[config.mk]
export PLATFORM = sky130hd
export DESIGN_NAME = ubb_knot
export DESIGN_NICKNAME = d
export VERILOG_FILES = /design/src/sv/ubb_pkg.sv /design/src/sv/ubb_knot.sv
export SDC_FILE = /design/constraint.sdc
export NUM_CORES = 2
export LEC_CHECK = 0
export BUFFER_PORTS_ARGS = -buffer_cell sky130_fd_sc_hd__buf_2
export CAP_MARGIN = 20
export CORE_ASPECT_RATIO = 1.25
export CORE_UTILIZATION = 55
export CTS_CLUSTER_SIZE = 25
export DETAILED_ROUTE_END_ITERATION = 7
export PLACE_DENSITY = 0.83
export SYNTH_ARGS = -nofsm -noshare
export SYNTH_HDL_FRONTEND = slang
export SYNTH_SLANG_ARGS = --single-unit
[constraint.sdc]
create_clock -name clk -period 9.2 [get_ports clk]
set_input_delay 0.92 -clock clk [delete_from_list [all_inputs] [get_ports clk]]
set_output_delay 0.92 -clock clk [all_outputs]
set_load 0.01 [all_outputs]
[src/sv/ubb_pkg.sv]
package ubb_pkg;

  // Spline order and column budget.
  localparam int DEGREE        = 3;
  localparam int MAX_INTERVALS = 61;
  localparam int COL_LIMIT     = 64;
  localparam int IVAL_LIMIT    = (MAX_INTERVALS < COL_LIMIT - DEGREE) ?
                                 MAX_INTERVALS : COL_LIMIT - DEGREE;
  localparam int NODES         = DEGREE + 1;
  localparam int PAIRS         = (DEGREE > 0) ? DEGREE : 1;

  // Field widths.
  localparam int DATA_W    = 32;
  localparam int COL_W     = 6;
  localparam int VAL_W     = 17;
  localparam int FRAC_W    = 16;
  localparam int DIFF_W    = COL_W + 1;
  localparam int STEP_W    = 3;
  localparam int CFG_IDX_W = 2;

  localparam logic [VAL_W-1:0] ONE_Q16 = VAL_W'(65536);

  // Division by the step number is a multiply by a rounded-up reciprocal.
  // The quotient is exact for dividends below 2**T_W and steps up to five.
  localparam int RECIP_SHIFT = 22;
  localparam int T_W         = 19;
  localparam logic [RECIP_SHIFT:0] RECIP [8] = '{
    (RECIP_SHIFT+1)'(0),
    (RECIP_SHIFT+1)'((2**RECIP_SHIFT + 0) / 1),
    (RECIP_SHIFT+1)'((2**RECIP_SHIFT + 1) / 2),
    (RECIP_SHIFT+1)'((2**RECIP_SHIFT + 2) / 3),
    (RECIP_SHIFT+1)'((2**RECIP_SHIFT + 3) / 4),
    (RECIP_SHIFT+1)'((2**RECIP_SHIFT + 4) / 5),
    (RECIP_SHIFT+1)'(0),
    (RECIP_SHIFT+1)'(0)
  };

  // Configuration register indexes.
  typedef enum logic [CFG_IDX_W-1:0] {
    REG_LEFT_EDGE      = 2'd0,
    REG_INV_SPACING    = 2'd1,
    REG_INTERVAL_COUNT = 2'd2
  } cfg_reg_t;

  // Configuration as seen by the datapath; ivals is already clamped.
  typedef struct packed {
    logic signed [DATA_W-1:0] left_edge;
    logic [DATA_W-1:0]        inv_spacing;
    logic [COL_W-1:0]         ivals;
  } cfg_t;

  // Knot position of one sample.
  typedef struct packed {
    logic [COL_W-1:0]  c0;
    logic              hit;
    logic [FRAC_W-1:0] frac;
  } knot_t;

  // One output column in flight through the recursion steps.
  typedef struct packed {
    logic [COL_W-1:0]                  idx;
    logic                              last;
    logic [FRAC_W-1:0]                 frac;
    logic [NODES-1:0][DIFF_W-1:0]      diff;
    logic [NODES-1:0][VAL_W-1:0]       bv;
  } col_t;

endpackage

[src/sv/ubb_knot.sv]
module ubb_knot (
  input  logic                              clk,
  input  logic                              rst_n,
  input  ubb_pkg::cfg_t                     cfg,
  input  logic                              in_valid,
  output logic                              in_ready,
  input  logic signed [ubb_pkg::DATA_W-1:0] in_sample,
  output logic                              knot_valid,
  input  logic                              knot_ready,
  output ubb_pkg::knot_t                    knot
);
  import ubb_pkg::*;

  logic v1_r, v2_r, v3_r, v4_r, v5_r, v6_r;
  logic r1, r2, r3, r4, r5, r6;

  logic signed [DATA_W:0] diff1_r;
  logic                   neg2_r;
  logic [DATA_W:0]        mag2_r;
  logic                   neg3_r;
  logic [DATA_W:0]        hh3_r, hl3_r;
  logic [DATA_W-1:0]      lh3_r, ll3_r;
  logic                   neg4_r;
  logic [2*DATA_W-1:0]    prod4_r;
  logic                   neg5_r;
  logic [2*DATA_W-17:0]   qv5_r;
  knot_t                  knot6_r;

  logic [DATA_W:0]        mag_nxt;
  logic [2*DATA_W-1:0]    prod_nxt;
  logic [2*DATA_W-17:0]   qv_nxt;
  knot_t                  knot_nxt;
  logic [DATA_W-1:0]      qi;
  logic [FRAC_W-1:0]      qf;
  logic                   fz;
  logic [COL_W:0]         nmag;

  // Each stage moves when it is empty or its successor moves.
  assign r6       = !v6_r || knot_ready;
  assign r5       = !v5_r || r6;
  assign r4       = !v4_r || r5;
  assign r3       = !v3_r || r4;
  assign r2       = !v2_r || r3;
  assign r1       = !v1_r || r2;
  assign in_ready = r1;

  always_ff @(posedge clk) begin
    if (!rst_n) begin
      v1_r <= 1'b0;
      v2_r <= 1'b0;
      v3_r <= 1'b0;
      v4_r <= 1'b0;
      v5_r <= 1'b0;
      v6_r <= 1'b0;
    end else begin
      if (r1) v1_r <= in_valid;
      if (r2) v2_r <= v1_r;
      if (r3) v3_r <= v2_r;
      if (r4) v4_r <= v3_r;
      if (r5) v5_r <= v4_r;
      if (r6) v6_r <= v5_r;
    end
  end

  // Magnitude of the offset from the left edge.
  assign mag_nxt = diff1_r[DATA_W] ? (DATA_W+1)'(-diff1_r) : (DATA_W+1)'(diff1_r);

  // Partial products are summed into the exact Q32.32 product.
  assign prod_nxt = ((2*DATA_W)'(hh3_r) << 32) + ((2*DATA_W)'(hl3_r) << 16) +
                    ((2*DATA_W)'(lh3_r) << 16) + (2*DATA_W)'(ll3_r);

  // Floor to Q32.16; a negative offset rounds its magnitude up.
  assign qv_nxt = prod4_r[2*DATA_W-1:16] +
                  (2*DATA_W-16)'(neg4_r && (prod4_r[15:0] != 16'd0));

  // Integer part, fraction and range check of the first column.
  always_comb begin
    qi   = qv5_r[2*DATA_W-17:16];
    qf   = qv5_r[15:0];
    fz   = (qf != 16'd0);
    nmag = {1'b0, qi[COL_W-1:0]} + (COL_W+1)'(fz);
    if (neg5_r) begin
      knot_nxt.hit  = (qi[DATA_W-1:COL_W] == '0) && (nmag <= (COL_W+1)'(DEGREE));
      knot_nxt.c0   = COL_W'((COL_W+1)'(DEGREE) - nmag);
      knot_nxt.frac = FRAC_W'(~qf + 16'd1);
    end else begin
      knot_nxt.hit  = (qi[DATA_W-1:COL_W] == '0) && (qi[COL_W-1:0] < cfg.ivals);
      knot_nxt.c0   = COL_W'(qi[COL_W-1:0] + COL_W'(DEGREE));
      knot_nxt.frac = qf;
    end
  end

  // Payload registers.
  always_ff @(posedge clk) begin
    if (r1) begin
      diff1_r <= (DATA_W+1)'(in_sample) - (DATA_W+1)'(cfg.left_edge);
    end
    if (r2) begin
      neg2_r <= diff1_r[DATA_W];
      mag2_r <= mag_nxt;
    end
    if (r3) begin
      neg3_r <= neg2_r;
      hh3_r  <= mag2_r[DATA_W:16] * cfg.inv_spacing[31:16];
      hl3_r  <= mag2_r[DATA_W:16] * cfg.inv_spacing[15:0];
      lh3_r  <= mag2_r[15:0] * cfg.inv_spacing[31:16];
      ll3_r  <= mag2_r[15:0] * cfg.inv_spacing[15:0];
    end
    if (r4) begin
      neg4_r  <= neg3_r;
      prod4_r <= prod_nxt;
    end
    if (r5) begin
      neg5_r <= neg4_r;
      qv5_r  <= qv_nxt;
    end
    if (r6) begin
      knot6_r <= knot_nxt;
    end
  end

  assign knot_valid = v6_r;
  assign knot       = knot6_r;

endmodule

==> flow_metrics.tcl <==
set metrics [dict create \
    cts.root.buffer_cell "clkbuf_16" \
    reg2reg_to "ll3_r[30]$_DFFE_PP_" \
    final_antenna_net_count 0 \
    clock_sinks 340 \
    ys_ff_latch 340 \
    critical_path.top_delay_family "adder cells" \
    cpMostUsedCell "fa_1" \
    numPlacedInstances 6477 \
    regToRegSetupSlack_ns 1.71 \
    synth.avg_cell_area_um2 9.711 \
    ys_warn_count 0 \
    fillerInstances 7536 \
    num_vias 37384 \
    path_cells "buf_4 > nand2_1 > fa_1 > inv_1 > fa_1 > inv_1 > fa_1 > inv_1 > fa_1 > fa_1 > inv_1 > fa_1 > inv_1 > ha_1 > and3_1 > a31oi_1 > o211ai_1 > a31oi_1 > a21oi_1 > a31o_2 > nor2_1 > o31ai_1 > xor2_1" \
    slowest_delay_ns 1.09 \
    drtIter0Drc 2552 \
    gp_congestion 0.9360 \
    mostFrequentLayoutCell "inv_1" \
    layoutNonFillerInstCount 6546 \
    chipWidth_um 275.8 \
    wl_per_cell_um 18.98 \
    grt_max_degree 80 \
    hold_depth 0 \
    crit_type "register to register" \
    setup_viol 0 \
    fmax_ghz 0.1335 \
    layout_min_cycle_time_ns 7.490 \
    track_usage_pct 27.32 \
    syn_area_um2 51550 \
    hold_viol_final 0 \
    worst_hold_path_type "register to register" \
    ys.flop_type "edfxtp_1" \
    worst_path_max_delay_cell "edfxtp_1" \
    finalCritPeriodShare_pct 81.41 \
    rsz0062_at_grt "no" \
    grt_pass1_wl_um 203000 \
    maxCapViolCount 0 \
    violations "DRC" \
    antenna_found_initial 8 \
    dieArea_um2 94960 \
    layout_common_cells "inv_1 (1015), fa_1 (837), nand2_1 (661), and2_1 (530), ha_1 (493)" \
    finClkSkew_ns 0.02887 \
    drt-total-wl_um 124200 \
    syn_nets 6744 \
    regToRegStartpoint "mag2_r[6]$_DFFE_PP_" \
    synth_cell_types 68 \
    drive_above_1_share_pct 5.208 \
    netlist_instances 5308 \
    seq_area_frac_synth_pct 19.69 \
    dpl.hpwl_um 97610 \
    maxSlewViolCount 0 \
    max_slew.worst_pin.slew_ns 1.163 \
    cts_buffers 37 \
    initial_core_util_pct 55.49 \
    synth_edf_count 334 \
    rows 125 \
    worstPathArrival_ns 7.80 \
    cts.path.max_buffers 3 \
    cts_tree "built" \
    htree_levels 2 \
    r2r_cells 23 \
    post_cts_resized 0 \
    endpoint_kind "register" \
    overflow 0 \
    die_h_um 344.3 \
    drc 1 \
    postCtsSetupRepairBufs 0 \
    worstPathMaxFanout 17 \
    cts.clk_slew.worst_paths_ns 0.06 \
    critPathLaunchType "register" \
    clock_latency_ns 0.59 \
    grt_pass1_vias 40375 \
    worstHoldStart "ll3_r[14]$_DFFE_PP_" \
    io_buffers 130 \
    hold-path-endpoint "prod4_r[14]$_DFFE_PP_" \
    path_buf_inv 6 \
    multi_input_area_um2 36760 \
    routed_via_density 5.711 \
    final_nets 6747 \
    core-area_um2 92900 \
    regArea_um2 10150 \
    drtPass1Iterations 8 \
    io_pins 131 \
    slew-limit-headroom_pct 22.49 \
    synthArstFlopShare_pct 0 \
    status "finished, violations left" \
    critPathRequiredTime_ns 9.51 \
    setup_tns_ns 0 \
    syn2layout_area_growth_pct 5.869 \
    postCtsHoldBufs 0 \
]
[layer usage]
metal  wire length (um)  vias up  share of wire [%]  GRT usage, %
met4               9043       16                7.3         17.81
met2              60490     1655                 49         46.34
met3              10070      507                8.1         4.894
met1              44540    18608                 36         31.77
met5                 91        -              0.073             0
li1                   -    16598                  -             -
[kinds of logic (layout without fill, tap and decap cells)]
logic type / after synthesis / count (layout) / synth area share, %
xor+xnor: 284 / 284 / 4.825
compound gates: 540 / 540 / 6.656
fa+ha+maj: 1330 / 1330 / 44.47
buf+inv: 1239 / 1269 / 9.022
mux: 5 / 5 / 0.09709
simple gates: 1570 / 1570 / 15.24
other cells: 0 / 2 / 0
flops: 340 / 340 / 19.69
[synthesized netlist by cell type (6+ instances only)]
| cell type | instances | share of area, % |
|---|---|---|
| nand2b_1 | 21 | 0.25 |
| a21o_1 | 82 | 1.2 |
| edfxtp_1 | 334 | 19 |
| o31ai_1 | 17 | 0.25 |
| or2_2 | 6 | 0.073 |
| nand2_1 | 662 | 4.8 |
| nor3_1 | 29 | 0.28 |
| nor2_1 | 116 | 0.84 |
| nand3_1 | 56 | 0.54 |
| o41ai_1 | 6 | 0.10 |
| and4_1 | 6 | 0.10 |
| inv_1 | 1017 | 7.4 |
| or3_1 | 12 | 0.15 |
| nor4_1 | 19 | 0.23 |
| a31oi_1 | 26 | 0.32 |
| dfxtp_1 | 6 | 0.23 |
| ha_1 | 493 | 12 |
| or4_1 | 10 | 0.15 |
| and3_1 | 34 | 0.41 |
| xor2_1 | 73 | 1.2 |
| o21a_1 | 25 | 0.36 |
| o31a_1 | 6 | 0.10 |
| nor2b_1 | 27 | 0.33 |
| a211oi_1 | 19 | 0.28 |
| a21oi_1 | 167 | 1.6 |
| xnor2_1 | 211 | 3.6 |
| nand4_1 | 23 | 0.28 |
| o21ai_0 | 103 | 1.0 |
| fa_1 | 837 | 33 |
| o211ai_1 | 11 | 0.16 |
| o21bai_1 | 27 | 0.39 |
| a21boi_0 | 7 | 0.10 |
| and2_1 | 530 | 6.4 |
| clkbuf_1 | 221 | 1.6 |
| a31o_2 | 7 | 0.12 |
[final cells by class]
type                            instances  area share [%]
Clock inverter                         26          0.5159
Antenna cell                            2        0.009171
Multi-Input combinational cell       3729           67.35
Inverter                             1017           7.000
Timing Repair Buffer                  186           2.008
Tap cell                             1206           2.765
Clock buffer                           40           1.754
Sequential cell                       340           18.60
[registers in the layout (all words and copies together) (netlist names), 23 cells and up]
name and count:
prod4_r 64, qv5_r 48, diff1_r 33, hl3_r 33
mag2_r 33, hh3_r 32, lh3_r 32, ll3_r 32
knot 23
[how the worst max path moves through the flow]
| stage | depth (start not counted) | endpoint | startpoint | slack [ns] |
|---|---|---|---|---|
| floorplan | 21 | hl3_r[30]$_DFFE_PP_ | cfg[7] | 2.42 |
| global placement | 23 | hl3_r[30]$_DFFE_PP_ | cfg[13] | 1.78 |
| detailed placement | 20 | lh3_r[30]$_DFFE_PP_ | cfg[23] | 1.67 |
| CTS | 23 | ll3_r[30]$_DFFE_PP_ | mag2_r[6]$_DFFE_PP_ | 1.80 |
| global route | 23 | ll3_r[30]$_DFFE_PP_ | mag2_r[6]$_DFFE_PP_ | 1.44 |
| finish | 23 | ll3_r[30]$_DFFE_PP_ | mag2_r[6]$_DFFE_PP_ | 1.71 |
[stage by stage]
step | instance area (um2) | hold WS [ns] | util (%) | setup slack (ns)
floorplan | 51550 | 0.4003 | - | 2.419
global placement | 53310 | 0.4011 | 57.38 | 1.784
detailed placement | 53310 | 0.4045 | 57.38 | 1.666
CTS | 54550 | 0.4151 | 58.72 | 1.798
global route | 54570 | 0.4189 | 58.74 | 1.442
finish | 54570 | 0.4142 | 58.74 | 1.710
Power is not shown: default switching activity piles up to over one toggle a cycle in this logic, so the estimate is an artifact.
